### src/sv/cfb_pkg.sv
`default_nettype none

package cfb_pkg;

  localparam int unsigned InDataW  = 56;
  localparam int unsigned ByteW    = 8;
  localparam int unsigned LenW     = 16;
  localparam int unsigned IdxW     = 3;
  localparam int unsigned FifoDepthDefault = 4;

  localparam logic [ByteW-1:0] LeadByte = 8'h55;

  // Positions of the header bytes within a frame.
  localparam logic [IdxW-1:0] IdxLead  = 3'd0;
  localparam logic [IdxW-1:0] IdxCla   = 3'd1;
  localparam logic [IdxW-1:0] IdxIns   = 3'd2;
  localparam logic [IdxW-1:0] IdxP1    = 3'd3;
  localparam logic [IdxW-1:0] IdxP2    = 3'd4;
  localparam logic [IdxW-1:0] IdxLenHi = 3'd5;
  localparam logic [IdxW-1:0] IdxLenLo = 3'd6;
  localparam logic [IdxW-1:0] IdxCheck = 3'd7;
  localparam logic [IdxW-1:0] IdxDataCheck = 3'd1;

  typedef enum logic {
    CMD_HEADER = 1'b0,
    CMD_DATA   = 1'b1
  } cmd_e;

  typedef struct packed {
    cmd_e                kind;
    logic                close;
    logic [ByteW-1:0]    check;
    logic [InDataW-1:0]  payload;
  } entry_t;

  typedef struct packed {
    logic full;
    logic empty;
  } fifo_status_t;

endpackage

`default_nettype wire

### src/sv/command_frame_builder_xor_lrc.sv
// Command frame builder with an inverted XOR check byte.
// Input stream (s_axis_*): tuser selects a header (0) or a data byte (1).
// A header transfer expands to seven bytes: 0x55, class, instruction, P1, P2,
// length high and length low, and opens a frame of the given length. Each data
// transfer of an open frame is passed on as one byte; data with no open frame
// is discarded. The check byte, the inverse of the XOR of every byte from
// class to the last data byte, follows the last data byte (or the header when
// the length is zero) and is marked by m_axis_tlast.
// A front stage tracks the frame and classifies transfers into a queue of
// FifoDepth entries; a back stage serialises each entry into a registered
// output byte. An accepted transfer is written into the queue and then loaded
// into the output register. Data bytes stream at one per cycle while the receiver
// is ready; a header's seven or eight bytes and a closing data byte with its check
// byte leave one at a time through the single-byte output register.
// When the receiver stalls the output holds and the queue absorbs input until
// full, after which s_axis_tready drops. Reset empties the queue and the
// output register and closes any open frame.
`default_nettype none

module command_frame_builder_xor_lrc #(
  parameter int unsigned FifoDepth = cfb_pkg::FifoDepthDefault
) (
  input  wire logic        clk_i,
  input  wire logic        rst_ni,
  input  wire logic        s_axis_tvalid,
  output logic             s_axis_tready,
  // [7:0] class_byte, [15:8] instruction_byte, [23:16] param_one,
  // [31:24] param_two, [47:32] data_length, [55:48] data_byte
  input  wire logic [55:0] s_axis_tdata,
  // [0] command
  input  wire logic [0:0]  s_axis_tuser,
  output logic             m_axis_tvalid,
  input  wire logic        m_axis_tready,
  // [7:0] out_byte
  output logic [7:0]       m_axis_tdata,
  output logic             m_axis_tlast
);

  logic                  accept;
  logic                  push;
  logic                  pop;
  cfb_pkg::entry_t       entry;
  cfb_pkg::entry_t       head;
  cfb_pkg::fifo_status_t status;

  assign s_axis_tready = !status.full;
  assign accept        = s_axis_tvalid && s_axis_tready;

  cfb_front u_front (
    .clk_i    (clk_i),
    .rst_ni   (rst_ni),
    .accept_i (accept),
    .user_i   (s_axis_tuser),
    .data_i   (s_axis_tdata),
    .push_o   (push),
    .entry_o  (entry)
  );

  cfb_fifo #(
    .Depth (FifoDepth)
  ) u_fifo (
    .clk_i    (clk_i),
    .rst_ni   (rst_ni),
    .push_i   (push),
    .entry_i  (entry),
    .pop_i    (pop),
    .head_o   (head),
    .status_o (status)
  );

  cfb_back u_back (
    .clk_i     (clk_i),
    .rst_ni    (rst_ni),
    .head_i    (head),
    .status_i  (status),
    .pop_o     (pop),
    .m_valid_o (m_axis_tvalid),
    .m_ready_i (m_axis_tready),
    .m_data_o  (m_axis_tdata),
    .m_last_o  (m_axis_tlast)
  );

endmodule

`default_nettype wire

### src/sv/cfb_front.sv
`default_nettype none

module cfb_front (
  input  wire logic                          clk_i,
  input  wire logic                          rst_ni,
  input  wire logic                          accept_i,
  input  wire logic [0:0]                    user_i,
  input  wire logic [cfb_pkg::InDataW-1:0]   data_i,
  output logic                               push_o,
  output cfb_pkg::entry_t                    entry_o
);

  logic [cfb_pkg::LenW-1:0]  rem_q, rem_d;
  logic [cfb_pkg::ByteW-1:0] acc_q, acc_d;
  logic                      open_q, open_d;

  cfb_pkg::cmd_e             cmd;
  logic [cfb_pkg::LenW-1:0]  len;
  logic [cfb_pkg::ByteW-1:0] hdr_xor;
  logic [cfb_pkg::LenW-1:0]  rem_dec;
  logic [cfb_pkg::ByteW-1:0] acc_data;

  assign cmd      = cfb_pkg::cmd_e'(user_i[0]);
  assign len      = data_i[47:32];
  assign hdr_xor  = data_i[7:0] ^ data_i[15:8] ^ data_i[23:16] ^ data_i[31:24]
                    ^ len[15:8] ^ len[7:0];
  assign rem_dec  = rem_q - 16'd1;
  assign acc_data = acc_q ^ data_i[55:48];

  always_comb begin
    rem_d   = rem_q;
    acc_d   = acc_q;
    open_d  = open_q;
    push_o  = 1'b0;
    entry_o.kind    = cmd;
    entry_o.payload = data_i;
    entry_o.close   = 1'b0;
    entry_o.check   = ~hdr_xor;
    if (accept_i) begin
      unique case (cmd)
        cfb_pkg::CMD_HEADER: begin
          // A header always restarts the frame, dropping any open one.
          push_o        = 1'b1;
          rem_d         = len;
          acc_d         = hdr_xor;
          open_d        = (len != '0);
          entry_o.close = (len == '0);
          entry_o.check = ~hdr_xor;
        end
        cfb_pkg::CMD_DATA: begin
          if (open_q) begin
            push_o        = 1'b1;
            rem_d         = rem_dec;
            acc_d         = acc_data;
            open_d        = (rem_dec != '0);
            entry_o.close = (rem_dec == '0);
            entry_o.check = ~acc_data;
          end
        end
        default: ;
      endcase
    end
  end

  always_ff @(posedge clk_i or negedge rst_ni) begin
    if (!rst_ni) begin
      rem_q  <= '0;
      acc_q  <= '0;
      open_q <= 1'b0;
    end else begin
      rem_q  <= rem_d;
      acc_q  <= acc_d;
      open_q <= open_d;
    end
  end

  a_open_tracks_count: assert property (@(posedge clk_i) disable iff (!rst_ni)
    open_q == (rem_q != '0))
    else $error("frame open flag disagrees with remaining byte count");

  a_data_drop: assert property (@(posedge clk_i) disable iff (!rst_ni)
    (accept_i && cmd == cfb_pkg::CMD_DATA && !open_q) |-> !push_o)
    else $error("data byte without open frame was queued");

endmodule

`default_nettype wire

### src/sv/cfb_fifo.sv
`default_nettype none

module cfb_fifo #(
  parameter int unsigned Depth = cfb_pkg::FifoDepthDefault
) (
  input  wire logic                  clk_i,
  input  wire logic                  rst_ni,
  input  wire logic                  push_i,
  input  wire cfb_pkg::entry_t       entry_i,
  input  wire logic                  pop_i,
  output cfb_pkg::entry_t            head_o,
  output cfb_pkg::fifo_status_t      status_o
);

  localparam int unsigned PtrW = (Depth > 1) ? $clog2(Depth) : 1;
  localparam int unsigned CntW = $clog2(Depth + 1);

  cfb_pkg::entry_t mem_q [Depth];
  logic [PtrW-1:0] wr_ptr_q, wr_ptr_d;
  logic [PtrW-1:0] rd_ptr_q, rd_ptr_d;
  logic [CntW-1:0] count_q, count_d;

  assign status_o.full  = (count_q == CntW'(Depth));
  assign status_o.empty = (count_q == '0);
  assign head_o         = mem_q[rd_ptr_q];

  always_comb begin
    wr_ptr_d = wr_ptr_q;
    rd_ptr_d = rd_ptr_q;
    if (push_i) begin
      wr_ptr_d = (wr_ptr_q == PtrW'(Depth - 1)) ? '0 : wr_ptr_q + 1'b1;
    end
    if (pop_i) begin
      rd_ptr_d = (rd_ptr_q == PtrW'(Depth - 1)) ? '0 : rd_ptr_q + 1'b1;
    end
    count_d = count_q + CntW'(push_i) - CntW'(pop_i);
  end

  always_ff @(posedge clk_i) begin
    if (push_i) begin
      mem_q[wr_ptr_q] <= entry_i;
    end
  end

  always_ff @(posedge clk_i or negedge rst_ni) begin
    if (!rst_ni) begin
      wr_ptr_q <= '0;
      rd_ptr_q <= '0;
      count_q  <= '0;
    end else begin
      wr_ptr_q <= wr_ptr_d;
      rd_ptr_q <= rd_ptr_d;
      count_q  <= count_d;
    end
  end

  a_no_overflow: assert property (@(posedge clk_i) disable iff (!rst_ni)
    push_i |-> !status_o.full)
    else $error("queue written while full");

  a_no_underflow: assert property (@(posedge clk_i) disable iff (!rst_ni)
    pop_i |-> !status_o.empty)
    else $error("queue read while empty");

endmodule

`default_nettype wire

### src/sv/cfb_back.sv
`default_nettype none

module cfb_back (
  input  wire logic                        clk_i,
  input  wire logic                        rst_ni,
  input  wire cfb_pkg::entry_t             head_i,
  input  wire cfb_pkg::fifo_status_t       status_i,
  output logic                             pop_o,
  output logic                             m_valid_o,
  input  wire logic                        m_ready_i,
  output logic [cfb_pkg::ByteW-1:0]        m_data_o,
  output logic                             m_last_o
);

  logic [cfb_pkg::IdxW-1:0]  idx_q, idx_d;
  logic                      valid_q, valid_d;
  logic [cfb_pkg::ByteW-1:0] byte_q, byte_d;
  logic                      last_q, last_d;

  logic                      load;
  logic [cfb_pkg::IdxW-1:0]  last_idx;
  logic [cfb_pkg::ByteW-1:0] sel_byte;
  logic                      at_end;

  // The output register is refilled whenever it is empty or being taken.
  assign load = !valid_q || m_ready_i;

  always_comb begin
    sel_byte = head_i.check;
    unique case (head_i.kind)
      cfb_pkg::CMD_HEADER: begin
        last_idx = head_i.close ? cfb_pkg::IdxCheck : cfb_pkg::IdxLenLo;
        unique case (idx_q)
          cfb_pkg::IdxLead:  sel_byte = cfb_pkg::LeadByte;
          cfb_pkg::IdxCla:   sel_byte = head_i.payload[7:0];
          cfb_pkg::IdxIns:   sel_byte = head_i.payload[15:8];
          cfb_pkg::IdxP1:    sel_byte = head_i.payload[23:16];
          cfb_pkg::IdxP2:    sel_byte = head_i.payload[31:24];
          cfb_pkg::IdxLenHi: sel_byte = head_i.payload[47:40];
          cfb_pkg::IdxLenLo: sel_byte = head_i.payload[39:32];
          cfb_pkg::IdxCheck: sel_byte = head_i.check;
          default:           sel_byte = head_i.check;
        endcase
      end
      cfb_pkg::CMD_DATA: begin
        last_idx = head_i.close ? cfb_pkg::IdxDataCheck : '0;
        sel_byte = (idx_q == '0) ? head_i.payload[55:48] : head_i.check;
      end
      default: last_idx = '0;
    endcase
  end

  assign at_end = (idx_q == last_idx);
  assign pop_o  = load && !status_i.empty && at_end;

  always_comb begin
    idx_d   = idx_q;
    valid_d = valid_q;
    byte_d  = byte_q;
    last_d  = last_q;
    if (load) begin
      valid_d = !status_i.empty;
      if (!status_i.empty) begin
        byte_d = sel_byte;
        last_d = head_i.close && at_end;
        idx_d  = at_end ? '0 : idx_q + 1'b1;
      end
    end
  end

  always_ff @(posedge clk_i or negedge rst_ni) begin
    if (!rst_ni) begin
      idx_q   <= '0;
      valid_q <= 1'b0;
      last_q  <= 1'b0;
    end else begin
      idx_q   <= idx_d;
      valid_q <= valid_d;
      last_q  <= last_d;
    end
  end

  always_ff @(posedge clk_i) begin
    byte_q <= byte_d;
  end

  assign m_valid_o = valid_q;
  assign m_data_o  = byte_q;
  assign m_last_o  = last_q;

  a_mid_entry_kept: assert property (@(posedge clk_i) disable iff (!rst_ni)
    (idx_q != '0) |-> !status_i.empty)
    else $error("byte counter mid-entry but queue is empty");

  a_pop_at_end: assert property (@(posedge clk_i) disable iff (!rst_ni)
    pop_o |-> (idx_d == '0))
    else $error("entry released before its last byte");

endmodule

`default_nettype wire

### config.mk
export PLATFORM = sky130hd
export DESIGN_NAME = command_frame_builder_xor_lrc
export DESIGN_NICKNAME = d
export VERILOG_FILES = /design/src/sv/cfb_pkg.sv /design/src/sv/command_frame_builder_xor_lrc.sv /design/src/sv/cfb_front.sv /design/src/sv/cfb_fifo.sv /design/src/sv/cfb_back.sv
export SDC_FILE = /design/constraint.sdc
export NUM_CORES = 1
export LEC_CHECK = 0
export ABC_AREA = 1
export BUFFER_PORTS_ARGS = -buffer_cell sky130_fd_sc_hd__buf_2
export CAP_MARGIN = 20
export CORE_MARGIN = 3
export CORE_UTILIZATION = 50
export CTS_CLUSTER_DIAMETER = 50
export DETAILED_ROUTE_END_ITERATION = 8
export GPL_ROUTABILITY_DRIVEN = 0
export PLACE_DENSITY = 0.73
export SYNTH_ARGS = -nofsm -noshare
export SYNTH_HDL_FRONTEND = slang
export SYNTH_SLANG_ARGS = --single-unit
### constraint.sdc
create_clock -name clk_i -period 7.1 [get_ports clk_i]
set_clock_uncertainty 0.05 [all_clocks]
set_input_delay 1.42 -clock clk_i [delete_from_list [all_inputs] [get_ports clk_i]]
set_output_delay 1.42 -clock clk_i [all_outputs]
set_load 0.03 [all_outputs]
# ---- Word level (Yosys, flattened, before mapping)
# Memories as Yosys holds them, arrays and structs flattened.
# Cells that the tools add are included.
# W data, S select, Z words.
dict set report classes {
  eq_ne 12
  add_sub_neg 6
  bitwise_logic 11
  n_mux 23
  reduce_logical 16
}
# op count
set ops {}
lappend ops {{$pmux W8 S8} 1}
lappend ops {{$xor A8 B8 Y8} 6}
lappend ops {{$logic_not A16 Y1} 2}
lappend ops {{$pmux W16 S2} 1}
lappend ops {{$pmux W8 S2} 2}
lappend ops {{$reduce_bool A16 Y1} 2}
lappend ops {{$mux W9} 2}
lappend ops {{$pmux W9 S2} 1}
lappend ops {{$mux W16} 1}
lappend ops {{$mux W8} 2}
lappend ops {{$not A8 Y8} 2}
lappend ops {{$sub A16 B1 Y16 const B} 1}
lappend ops {{$eq A3 B3 Y1 const B} 5}
lappend ops {{$mux W1} 7}
lappend ops {{$eq A3 B2 Y1 const B} 2}
lappend ops {{$logic_not A3 Y1} 2}
lappend ops {{$pmux W3 S2} 1}
lappend ops {{$add A2 B1 Y2 const B} 2}
lappend ops {{$eq A2 B2 Y1 const B} 2}
lappend ops {{$logic_and A1 B1 Y1} 4}
lappend ops {{$mux W2} 2}
lappend ops {{$pmux W1 S2} 2}
lappend ops {{$reduce_and A2 Y1} 2}
lappend ops {{$add A3 B1 Y3} 1}
lappend ops {{9 further kinds} 13}
dict set report totals {
  output_inout_bits 11
  input_bits 61
  reg_bits 45
  mem_count 1
  word_cells 79
  ram_bits 264
}
# name words width read_ports rd_ports_with_merged_regs write_ports line
set memory_table {}
lappend memory_table {u_fifo.mem_q 4 66 1 0 1 cfb_fifo.sv:18} ;# cfb_pkg::entry_t mem_q [Depth];

# ---- Depth between registers and ports, before layout
# Gate-level depths: netlist of run 1.
dict set report depth {
  depth_word 9
  ltp_mapped 14
  depth_no_buf 13
}

# ---- Hierarchy
# From an unflattened synthesis of run 1, not the netlist that was laid out.
dict set report hier_totals {
  cells_unflattened 1686
  area_unflattened_um2 15498.6
}
# module n_inst seq_area_each_um2 area_each_um2 cells_each
set modules_own_cells {}
lappend modules_own_cells {cfb_fifo 1 8102.8 11514.8 1084}
lappend modules_own_cells {cfb_front 1 625.6 2675.1 381}
lappend modules_own_cells {cfb_back 1 365.4 1295.0 218}
lappend modules_own_cells {command_frame_builder_xor_lrc 1 0.0 13.8 3}

# ---- Worst setup path after synthesis of run 1
# No wires, ideal clock.
dict set report synth_timing {
  kind {in2reg}
  start {input s_axis_tvalid}
  end {memory u_fifo.mem_q[0][0] (netlist name) (enable)}
  stages 5
  slack_ns 1.870
  required_ns 6.559
  n_path_buf 1
  arrival_ns 4.689
  setup_time_ns 0.491
  path_cell_list {nand2_1 -> inv_1 -> o21ai_2 -> clkbuf_1 -> nor2_1}
}
dict set report synth_via {
  elab_chain_len 4
}
# element line
set synth_lines {}
lappend synth_lines {{from (decl)} command_frame_builder_xor_lrc.sv:25} ;# input wire logic s_axis_tvalid,
lappend synth_lines {{$logic_and A1 B1 Y1} command_frame_builder_xor_lrc.sv:47} ;# assign accept = s_axis_tvalid && s_axis_tready;
lappend synth_lines {{$mux W1} cfb_front.sv:39} ;# if (accept_i) begin
lappend synth_lines {{$mux W1} cfb_fifo.sv:40} ;# if (push_i) begin
lappend synth_lines {{$mux W1 (not written as such)} cfb_fifo.sv:41} ;# mem_q[wr_ptr_q] <= entry_i;
lappend synth_lines {{to (decl)} cfb_fifo.sv:18}
# Every way passes these cells.

# ---- Worst setup path after layout of run 1
dict set report layout_timing {
  start {input s_axis_tuser}
  end {memory u_fifo.mem_q[1][23] (netlist name) (enable)}
}
dict set report layout_via {
  elab_chain_len 5
}
# element line
set layout_lines {}
lappend layout_lines {{from (decl)} command_frame_builder_xor_lrc.sv:31} ;# input wire logic [0:0] s_axis_tuser,
lappend layout_lines {{$not A1 Y1} cfb_front.sv:40} ;# unique case (cmd)
lappend layout_lines {{$pmux W1 S2 (*)} cfb_front.sv:40}
lappend layout_lines {{$mux W1 (*)} cfb_front.sv:39}
lappend layout_lines {{$mux W1 (*)} cfb_fifo.sv:40}
lappend layout_lines {{$mux W1 (not written as such) (*)} cfb_fifo.sv:41}
# Mark *: on every way between the ends. The rest lies on a longest branch, timed or not.

==> impl_metrics.tcl, run 1 <==
set metrics [dict create \
    status "finished clean" \
    netlist-cell-type-count 42 \
    setup_viol 0 \
    synth_top_family_by_area "simple AND/OR/NAND/NOR gates" \
    max-slew-margin-rel 0.294 \
    nNetsFinal 1353 \
    hold_viol 0 \
    cts_setup_buffers 0 \
    grt_pass1_vias 8884 \
    worst_skew_pair.late_latency_ns 0.51 \
    crit_chain "buf_2 -> inv_1 -> o21ai_2 -> buf_4 -> nor2_4 -> buf_4" \
    antenna_found_initial 1 \
    power_density_mw_per_mm2 425 \
    cp_slowest_cell "inv_1" \
    worst_pin_slew_ns 1.06 \
    async_flop_share 0.120 \
    routed_via_density 5.70 \
    fin_crit_ns 4.26 \
    grt_start_max_net_pins 73 \
    synth_mux_area_frac 0 \
    post-route-util 0.578 \
    start_util 0.515 \
    synthSimpleGateAreaFrac 0.147 \
    wl_per_cell_um 19.9 \
    fmax_mhz 234 \
    stdcell_area_mm2 0.0152 \
    grt_pass1_wl_um 50300 \
    cts_hold_buf 0 \
    ys_ff_latch 309 \
    synth_xor_area_frac 0.0271 \
    synth_fa_ha_area_frac 0.0153 \
    core_mm2 0.0264 \
    maxCapViolCount 0 \
    seq_area_frac_synth 0.669 \
    die_h_um 171 \
    die_w_um 171 \
    hp-class "register to register" \
    root_buffer "clkbuf_16" \
    yosys-top-cells-area "edfxtp_1 (60%), dfrtp_1 (6.8%), nand2_1 (5.8%)" \
    fin_crit_sh 0.601 \
    cp-startpoint "s_axis_tuser" \
    port_buffers 71 \
    rsz0062_at_grt "false" \
    fin_total_pwr_mw 6.48 \
    post_cts_resized 0 \
    cp-start-kind "input pin" \
    numCtsBuffers 34 \
    cts_tree "done" \
    syn_nets 1291 \
    path_max_fanout 31 \
    synth_compound_area_frac 0.102 \
    cp.required_ns 7.21 \
    drtPass1Iterations 5 \
    num_rows 59 \
    cp_common_cell "buf_4" \
    critPathArrivalTime_ns 4.38 \
    ir_worst_vdd_uv 230 \
    synth-edff-count 272 \
    drt-total-wl_um 32600 \
    slowest_delay_ns 0.80 \
    cts_sinks 309 \
    cts.htree.levels 2 \
    drive_gt1_frac 0.124 \
    track_usage 0.224 \
    min_from "u_front.acc_q[6]$_DFFE_PN0P_" \
    syn_inst 1214 \
    yosys_warnings 0 \
    place_area_mm2 0.0142 \
    maxSlewViolCount 0 \
    clkTransAtPathRegs_ns 0.06 \
    cts_buffer_depth 3 \
    r2r_start "u_fifo.rd_ptr_q[0]$_DFFE_PN0P_" \
    synth_flop_cell "edfxtp_1" \
    gr-total-overflow 0 \
    antenna_left 0 \
    fin_setup_tns_ns 0 \
    yosys.area.top_type "edfxtp_1" \
    dp_hpwl_um 20100 \
    syn_area_mm2 0.0136 \
    route.detailed.drc 0 \
    yosysTopAreaCellShare 0.601 \
    first_iter_violations 1043 \
    criticalPathCategory "input pin to register" \
    avgSynthCellArea_um2 11.2 \
    syn_to_final_growth_pct 12.1 \
    endpoint_kind "register" \
    leakagePower_nw 5.68 \
    num_vias 9337 \
    die_area_mm2 0.0292 \
    io_pins 72 \
]
## layout by cell type (no fill, tap or decap), drive strengths merged, types with 13 or more instances in the layout
cell	n
a21oi	21
buf	82
clkbuf	43
clkinv	16
dfrtp	37
edfxtp	272
ha	15
inv	59
nand2	212
nand3	63
nor2	184
o21ai	155
o22ai	43
or2	13
xnor2	20
xor2	22
## final timing paths
path / depth (start not counted) / to / slack (ns)
worst max-delay path: 6 / u_fifo.mem_q[1][23]$_DFFE_PP_ / 2.84
worst min-delay path: 2 / u_front.acc_q[6]$_DFFE_PN0P_ / 0.45
worst max register to register: 13 / u_fifo.count_q[2]$_DFF_PN0_ / 3.25
worst min register to register: 2 / u_front.acc_q[6]$_DFFE_PN0P_ / 0.45
max in group asynchronous: 1 / u_fifo.rd_ptr_q[0]$_DFFE_PN0P_ / 5.34
min in group asynchronous: 1 / u_fifo.rd_ptr_q[0]$_DFFE_PN0P_ / 1.00
## Yosys cell counts, types with 2 or more instances
| cell | count |
|---|---|
| or2_2 | 13 |
| nand3_1 | 62 |
| nor2_2 | 4 |
| o22ai_1 | 43 |
| xnor2_1 | 20 |
| buf_2 | 28 |
| nor2_1 | 179 |
| edfxtp_1 | 272 |
| dfrtp_1 | 37 |
| a211oi_1 | 2 |
| nand2_2 | 2 |
| ha_1 | 15 |
| buf_1 | 3 |
| nand2_1 | 209 |
| and2_1 | 2 |
| o21ai_0 | 119 |
| nor3_1 | 5 |
| clkbuf_1 | 13 |
| o221ai_1 | 8 |
| o21ai_2 | 2 |
| inv_2 | 2 |
| buf_4 | 7 |
| o21ai_1 | 34 |
| o211ai_1 | 12 |
| buf_6 | 5 |
| inv_1 | 55 |
| a32o_1 | 2 |
| a21oi_1 | 21 |
| nand4_1 | 4 |
| xor2_1 | 22 |
## cell families after synthesis
| group | count (synthesis) |
|---|---|
| compound gates | 248 |
| simple gates | 485 |
| xor+xnor | 42 |
| buf+inv | 114 |
| fa+ha+maj | 16 |
| flops | 309 |
## per-stage QoR
stage | hold slack (ns) | cells | setup WS (ns)
after floorplan | 0.418 | 1214 | 1.87
after global placement | 0.436 | 1574 | 2.38
after detailed placement | 0.436 | 1574 | 2.31
after CTS | 0.452 | 1635 | 2.83
after global routing | 0.471 | 1636 | 2.61
final | 0.455 | 1637 | 2.84
## area by class of cell
cell class | instances | area [um^2]
clock inverter | 18 | 129
clock buffer | 43 | 906
timing repair buffer | 82 | 458
sequential | 309 | 9100
fill | 2095 | 11100
inverter | 58 | 221
antenna | 1 | 2.50
multi-input combinational | 791 | 3990
tap | 335 | 419
## flip-flops by register name, indices dropped and copies added, names as in the netlist, 2 cells and up
signal,count
u_front.acc_q,8
u_back.m_data_o,8
u_fifo.mem_q,264
u_fifo.count_q,3
u_back.idx_q,3
u_fifo.rd_ptr_q,2
u_fifo.wr_ptr_q,2
u_front.rem_q,16
## layer usage
| metal | vias up | routed length (um) | global-route usage |
|---|---|---|---|
| li1 | 4405 | - | - |
| met4 | 0 | 789 | 0.0644 |
| met2 | 437 | 15300 | 0.354 |
| met3 | 50 | 3090 | 0.0464 |
| met5 | - | 0 | 0 |
| met1 | 4445 | 13400 | 0.318 |
## where the power goes
group	internal, mW	switching [mW]	total, mW
combinational	0.632	1.55	2.18
clock	0.946	0.680	1.63
sequential	2.46	0.207	2.67
total	4.04	2.44	6.48
## critical path, delay by kind of cell
family          cells  cell delay (ns)
compound gates      1             0.35
simple gates        1             0.77
buf+inv             4             1.80
No activity file was read; power rests on OpenSTA's default activity.
==> run 2, diff against run 1 <==
--- a/config.mk
+++ b/config.mk
@@ -5,7 +5,7 @@
 export SDC_FILE = /design/constraint.sdc
 export NUM_CORES = 1
 export LEC_CHECK = 0
-export ABC_AREA = 1
+export ABC_AREA = 0
 export BUFFER_PORTS_ARGS = -buffer_cell sky130_fd_sc_hd__buf_2
 export CAP_MARGIN = 20
 export CORE_MARGIN = 3
==> constraint.sdc (replaced) <==
create_clock -name clk_i -period 4.5 [get_ports clk_i]
set_clock_uncertainty 0.05 [all_clocks]
set_input_delay 0.9 -clock clk_i [delete_from_list [all_inputs] [get_ports clk_i]]
set_output_delay 0.9 -clock clk_i [all_outputs]
set_load 0.03 [all_outputs]
==> impl_metrics.tcl, run 2 <==
set metrics [dict create \
    grt_pass1_wl_um 44300 \
    largest_register "u_fifo.mem_q" \
    cp_slowest_cell "mux4_2" \
    cts_hold_buf 0 \
    die_area_mm2 0.0285 \
    cts_buffer_depth 3 \
    max-slew-margin-rel 0.291 \
    grt_pass1_vias 7323 \
    die_h_um 169 \
    final_common_cell "edfxtp_1" \
    grt_start_max_net_pins 67 \
    io_pins 72 \
    seq_area_frac_synth 0.686 \
    power_density_mw_per_mm2 674 \
    slowest_delay_ns 0.71 \
    cts_setup_buffers 0 \
    netlist-cell-type-count 58 \
    cp.required_ns 4.88 \
    start_util 0.517 \
    fin_crit_ns 3.08 \
    antenna_left 0 \
    antenna_found_initial 0 \
    setup_viol 0 \
    avgSynthCellArea_um2 16.9 \
    crit_chain "mux4_2 -> a221oi_2 -> nand2_2 -> inv_1 -> ha_1 -> inv_1 -> ha_1 -> fa_1 -> xnor2_1 -> xnor2_1" \
    pre_cts_ws_ns 1.29 \
    hold_viol 0 \
    num_rows 58 \
    port_buffers 71 \
    rsz0062_at_grt "false" \
    wl_per_cell_um 23.7 \
    ir_worst_vdd_uv 400 \
    synth_common_cells "edfxtp_1 (272), mux4_2 (66), nand2_1 (63)" \
    reg_top3 "u_fifo.mem_q x264, u_front.rem_q x16" \
    core_mm2 0.0256 \
    first_iter_violations 757 \
    cts_sinks 309 \
    place_area_mm2 0.0139 \
    layout.cells.non_filler 1215 \
    cp_num_buf_inv 2 \
    async_flop_share 0.120 \
    fin_crit_sh 0.684 \
    drtPass1Iterations 5 \
    route.detailed.drc 0 \
    drt-total-wl_um 28800 \
    critPathArrivalTime_ns 3.46 \
    drive_gt1_frac 0.252 \
    maxCapViolCount 0 \
    path_max_fanout 14 \
    track_usage 0.205 \
    cp-start-kind "register" \
    cts.htree.levels 2 \
    synth-edff-count 272 \
    dp.cells 1155 \
    syn_inst 786 \
    n_antenna_cell 0 \
    post_cts_resized 0 \
    final_cell_mix "edfxtp_1 (272), buf_2 (71), mux4_2 (66)" \
    endpoint_kind "register" \
    fin_total_pwr_mw 10.1 \
    crit_family "multiplexers" \
    dp_hpwl_um 18100 \
    status "finished clean" \
    fmax_mhz 325 \
    syn_nets 863 \
    stdcell_area_mm2 0.0150 \
    gr-total-overflow 0 \
    yosys.area.top_type "edfxtp_1" \
    routed_via_density 6.07 \
    worst_skew_pair.late_latency_ns 0.52 \
    num_vias 7376 \
    root_buffer "clkbuf_16" \
    setup_ws_ns 1.42 \
    numCtsBuffers 34 \
    fin_setup_tns_ns 0 \
    syn_area_mm2 0.0132 \
    ys_ff_latch 309 \
    nNetsFinal 938 \
    die_w_um 169 \
    yosys_warnings 0 \
    clkTransAtPathRegs_ns 0.06 \
    largest_register_ffs 264 \
    syn_to_final_growth_pct 13.5 \
    maxSlewViolCount 0 \
    leakagePower_nw 5.18 \
    synth_flop_cell "edfxtp_1" \
    cts_tree "done" \
    ff2ff_setup_slack_ns 1.42 \
    worst_pin_slew_ns 1.06 \
    yosysMostFrequentCell "edfxtp_1" \
    criticalPathCategory "register to register" \
    yosys-top-cells-area "edfxtp_1 (62%), mux4_2 (11%), dfrtp_1 (7.0%)" \
    yosysTopAreaCellShare 0.617 \
    hp-class "register to register" \
]
-- run 2: cell count changes after synthesis, moves of 25 or more --
cell,previous run,this run
nor2_1,179,15
nand2_1,209,63
o21ai_0,119,29
mux4_2,0,66
inv_1,55,13
nand3_1,62,22
o21ai_1,34,1
mux2i_1,0,25
-- run 2: cell type report --
cell class | instances | area [um^2]
fill | 1924 | 10600
sequential | 309 | 9100
multi-input combinational | 422 | 3920
clock buffer | 42 | 932
timing repair buffer | 79 | 415
tap | 330 | 413
clock inverter | 18 | 200
inverter | 15 | 56.3
-- run 2: cell families after synthesis --
family / count (synthesis) / synth area share
mux: 98 / 0.137
buf+inv: 55 / 0.0185
xor+xnor: 51 / 0.0337
compound gates: 110 / 0.0522
flops: 309 / 0.686
simple gates: 147 / 0.0564
fa+ha+maj: 16 / 0.0157
-- run 2: worst paths after layout --
kind | startpoint | end | depth (start not counted)
max | u_fifo.rd_ptr_q[0]$_DFFE_PN0P_ | u_fifo.count_q[2]$_DFF_PN0_ | 10
min | u_back.m_valid_o$_DFFE_PN0N_ | u_back.m_valid_o$_DFFE_PN0N_ | 2
max reg2reg | u_fifo.rd_ptr_q[0]$_DFFE_PN0P_ | u_fifo.count_q[2]$_DFF_PN0_ | 10
min reg2reg | u_back.m_valid_o$_DFFE_PN0N_ | u_back.m_valid_o$_DFFE_PN0N_ | 2
max in group asynchronous | rst_ni | u_fifo.rd_ptr_q[0]$_DFFE_PN0P_ | 1
min in group asynchronous | rst_ni | u_front.rem_q[9]$_DFFE_PN0P_ | 1
-- run 2: through the flow --
stage,hold WS (ns),utilization
2_1_floorplan,0.435,-
3_3_place_gp,0.424,0.543
3_5_place_dp,0.433,0.543
4_1_cts,0.452,0.587
5_1_grt,0.489,0.587
6_report,0.449,0.587
-- run 2: worst register-to-register path: stages, from the launching register on --
cell,delay (ns)
dfrtp_4,0.44
mux4_2,0.71
a221oi_2,0.51
nand2_2,0.15
inv_1,0.09
ha_1,0.12
inv_1,0.04
ha_1,0.18
fa_1,0.40
xnor2_1,0.20
xnor2_1,0.13
-- run 2: where the power goes --
part / internal (mW) / switching [mW] / total [mW] / leakage (nW)
combinational: 1.31 / 1.81 / 3.12 / 1.71
clock: 1.66 / 1.11 / 2.78 / 0.549
sequential: 3.87 / 0.355 / 4.23 / 2.93
-- run 2: per-layer routing --
metal,GRT usage,vias to the layer above,part of all wire
met1,0.297,3761,0.43
met2,0.324,295,0.48
met3,0.0390,48,0.074
met5,0,-,0
met4,0.0576,0,0.020
li1,-,3272,-
==> run 3, diff against run 2 <==
--- a/config.mk
+++ b/config.mk
@@ -5,7 +5,7 @@
 export SDC_FILE = /design/constraint.sdc
 export NUM_CORES = 1
 export LEC_CHECK = 0
-export ABC_AREA = 0
+export ABC_AREA = 1
 export BUFFER_PORTS_ARGS = -buffer_cell sky130_fd_sc_hd__buf_2
 export CAP_MARGIN = 20
 export CORE_MARGIN = 3
@@ -13,7 +13,7 @@
 export CTS_CLUSTER_DIAMETER = 50
 export DETAILED_ROUTE_END_ITERATION = 8
 export GPL_ROUTABILITY_DRIVEN = 0
-export PLACE_DENSITY = 0.73
+export PLACE_DENSITY = 0.76
 export SYNTH_ARGS = -nofsm -noshare
 export SYNTH_HDL_FRONTEND = slang
 export SYNTH_SLANG_ARGS = --single-unit
==> constraint.sdc (replaced) <==
create_clock -name clk_i -period 2.75 [get_ports clk_i]
set_clock_uncertainty 0.05 [all_clocks]
set_input_delay 0.55 -clock clk_i [delete_from_list [all_inputs] [get_ports clk_i]]
set_output_delay 0.55 -clock clk_i [all_outputs]
set_load 0.03 [all_outputs]
==> impl_metrics.tcl, run 3 (synthesized netlist as in run 1, its figures left out) <==
set metrics [dict create \
    nNetsFinal 1371 \
    cp-start-kind "register" \
    cts_setup_buffers 0 \
    drtPass1Iterations 8 \
    drive_gt1_frac 0.141 \
    holdWs_ns 0.0784 \
    die_h_um 171 \
    antenna_left 0 \
    grt_pass1_vias 9248 \
    final_cell_mix "edfxtp_1 (272), nand2_1 (209), nor2_1 (175)" \
    criticalPathCategory "register to register" \
    start_util 0.515 \
    rr_worst_depth 12 \
    num_rows 59 \
    post_cts_resized 0 \
    grt_start_max_net_pins 125 \
    route.detailed.drc 0 \
    cts_sinks 309 \
    cts_hold_buf 0 \
    grt_pass1_wl_um 52000 \
    final_common_cell "edfxtp_1" \
    cts_buffer_depth 3 \
    max-slew-margin-rel 0.465 \
    track_usage 0.234 \
    hp-class "input pin to asynchronous set/reset pin" \
    antenna_found_initial 1 \
    io_pins 72 \
    largest_register "u_fifo.mem_q" \
    critPathArrivalTime_ns 2.75 \
    power_density_mw_per_mm2 1130 \
    reg_top3 "u_fifo.mem_q x264, u_front.rem_q x16" \
    status "finished clean" \
    dp.cells 1592 \
    core_mm2 0.0264 \
    first_iter_violations 1148 \
    maxSlewViolCount 0 \
    path_max_fanout 7 \
    cts_tree "done" \
    clkTransAtPathRegs_ns 0.06 \
    num_vias 9631 \
    die_w_um 171 \
    endpoint_kind "register" \
    layout.cells.non_filler 1654 \
    rsz0062_at_grt "false" \
    dp_hpwl_um 21400 \
    numCtsBuffers 35 \
    cts.htree.levels 2 \
    fin_total_pwr_mw 17.7 \
    hold_viol 0 \
    setup_viol 0 \
    gr-total-overflow 0 \
    cp.required_ns 3.08 \
    port_buffers 71 \
    fin_crit_sh 0.881 \
    largest_register_ffs 264 \
    maxCapViolCount 0 \
    wl_per_cell_um 20.8 \
    drt-total-wl_um 34500 \
    die_area_mm2 0.0292 \
    leakagePower_nw 5.88 \
    worst_skew_pair.late_latency_ns 0.52 \
    worst_pin_slew_ns 0.803 \
    ff2ff_setup_slack_ns 0.33 \
    syn_to_final_growth_pct 15.2 \
    ir_worst_vdd_uv 783 \
    fin_crit_ns 2.42 \
    nFillCells 2083 \
    routed_via_density 5.82 \
    fmax_mhz 413 \
    n_antenna_cell 0 \
    root_buffer "clkbuf_16" \
]
## run 3: cell types whose count changed in the layout (fill, tap and decap cells not counted), sizes merged, moves of 13 or more
cell | previous run | this run
o22ai | 21 | 43
mux2i | 25 | 0
nand3 | 22 | 63
inv | 17 | 60
nand2 | 64 | 212
xnor2 | 35 | 20
buf | 79 | 99
nor2 | 15 | 184
or2 | 0 | 13
mux4 | 66 | 0
o21ai | 30 | 155
## run 3: per-stage QoR
step           worst slack, ns  cell area [um^2]   util  TNS [ns]
2_1_floorplan           -0.724             13600      -   -191.03
3_3_place_gp             0.384             14400  0.548         0
3_5_place_dp             0.342             14400  0.548         0
4_1_cts                  0.331             15600  0.594         0
5_1_grt                  0.147             15600  0.594         0
6_report                 0.328             15600  0.594         0
## run 3: critical path, cell delays in order (launching register included)
cell      delay [ns]
dfrtp_4         0.52
clkinv_2        0.11
nand2_1         0.06
nand3_1         0.08
nand2_1         0.09
xor2_1          0.17
nand3_2         0.10
inv_2           0.06
ha_1            0.27
inv_1           0.04
ha_1            0.19
fa_1            0.40
xor2_1          0.17
## run 3: where the power goes
part	internal [mW]	leakage, nW	switching [mW]
sequential	6.34	2.94	0.449
clock	2.97	0.587	1.88
combinational	1.86	2.36	4.23
## run 3: worst paths after layout
kind	from	end
worst max-delay path	u_fifo.rd_ptr_q[0]$_DFFE_PN0P_	u_fifo.count_q[2]$_DFF_PN0_
worst min-delay path	rst_ni	u_fifo.count_q[2]$_DFF_PN0_
worst max register to register	u_fifo.rd_ptr_q[0]$_DFFE_PN0P_	u_fifo.count_q[2]$_DFF_PN0_
worst min register to register	u_fifo.count_q[0]$_DFF_PN0_	u_fifo.count_q[0]$_DFF_PN0_
max in group asynchronous	rst_ni	u_back.idx_q[0]$_DFFE_PN0P_
min in group clk_i	m_axis_tready	u_back.m_valid_o$_DFFE_PN0N_
## run 3: cell type report
| type | instances | area [um^2] | area share |
|---|---|---|---|
| flip-flops and latches | 309 | 9100 | 0.582 |
| clock inverters | 20 | 298 | 0.0190 |
| multi-input cells | 791 | 3990 | 0.255 |
| clock buffers | 42 | 912 | 0.0583 |
| well taps | 335 | 419 | 0.0268 |
| repair buffers | 99 | 703 | 0.0450 |
| inverters | 58 | 221 | 0.0142 |
## run 3: metal layers
| metal | global-route usage | vias to the layer above | share of wire |
|---|---|---|---|
| met2 | 0.371 | 460 | 0.46 |
| met5 | 0 | - | 0.00038 |
| met3 | 0.0370 | 78 | 0.092 |
| li1 | - | 4438 | - |
| met1 | 0.330 | 4653 | 0.41 |
| met4 | 0.0868 | 2 | 0.034 |
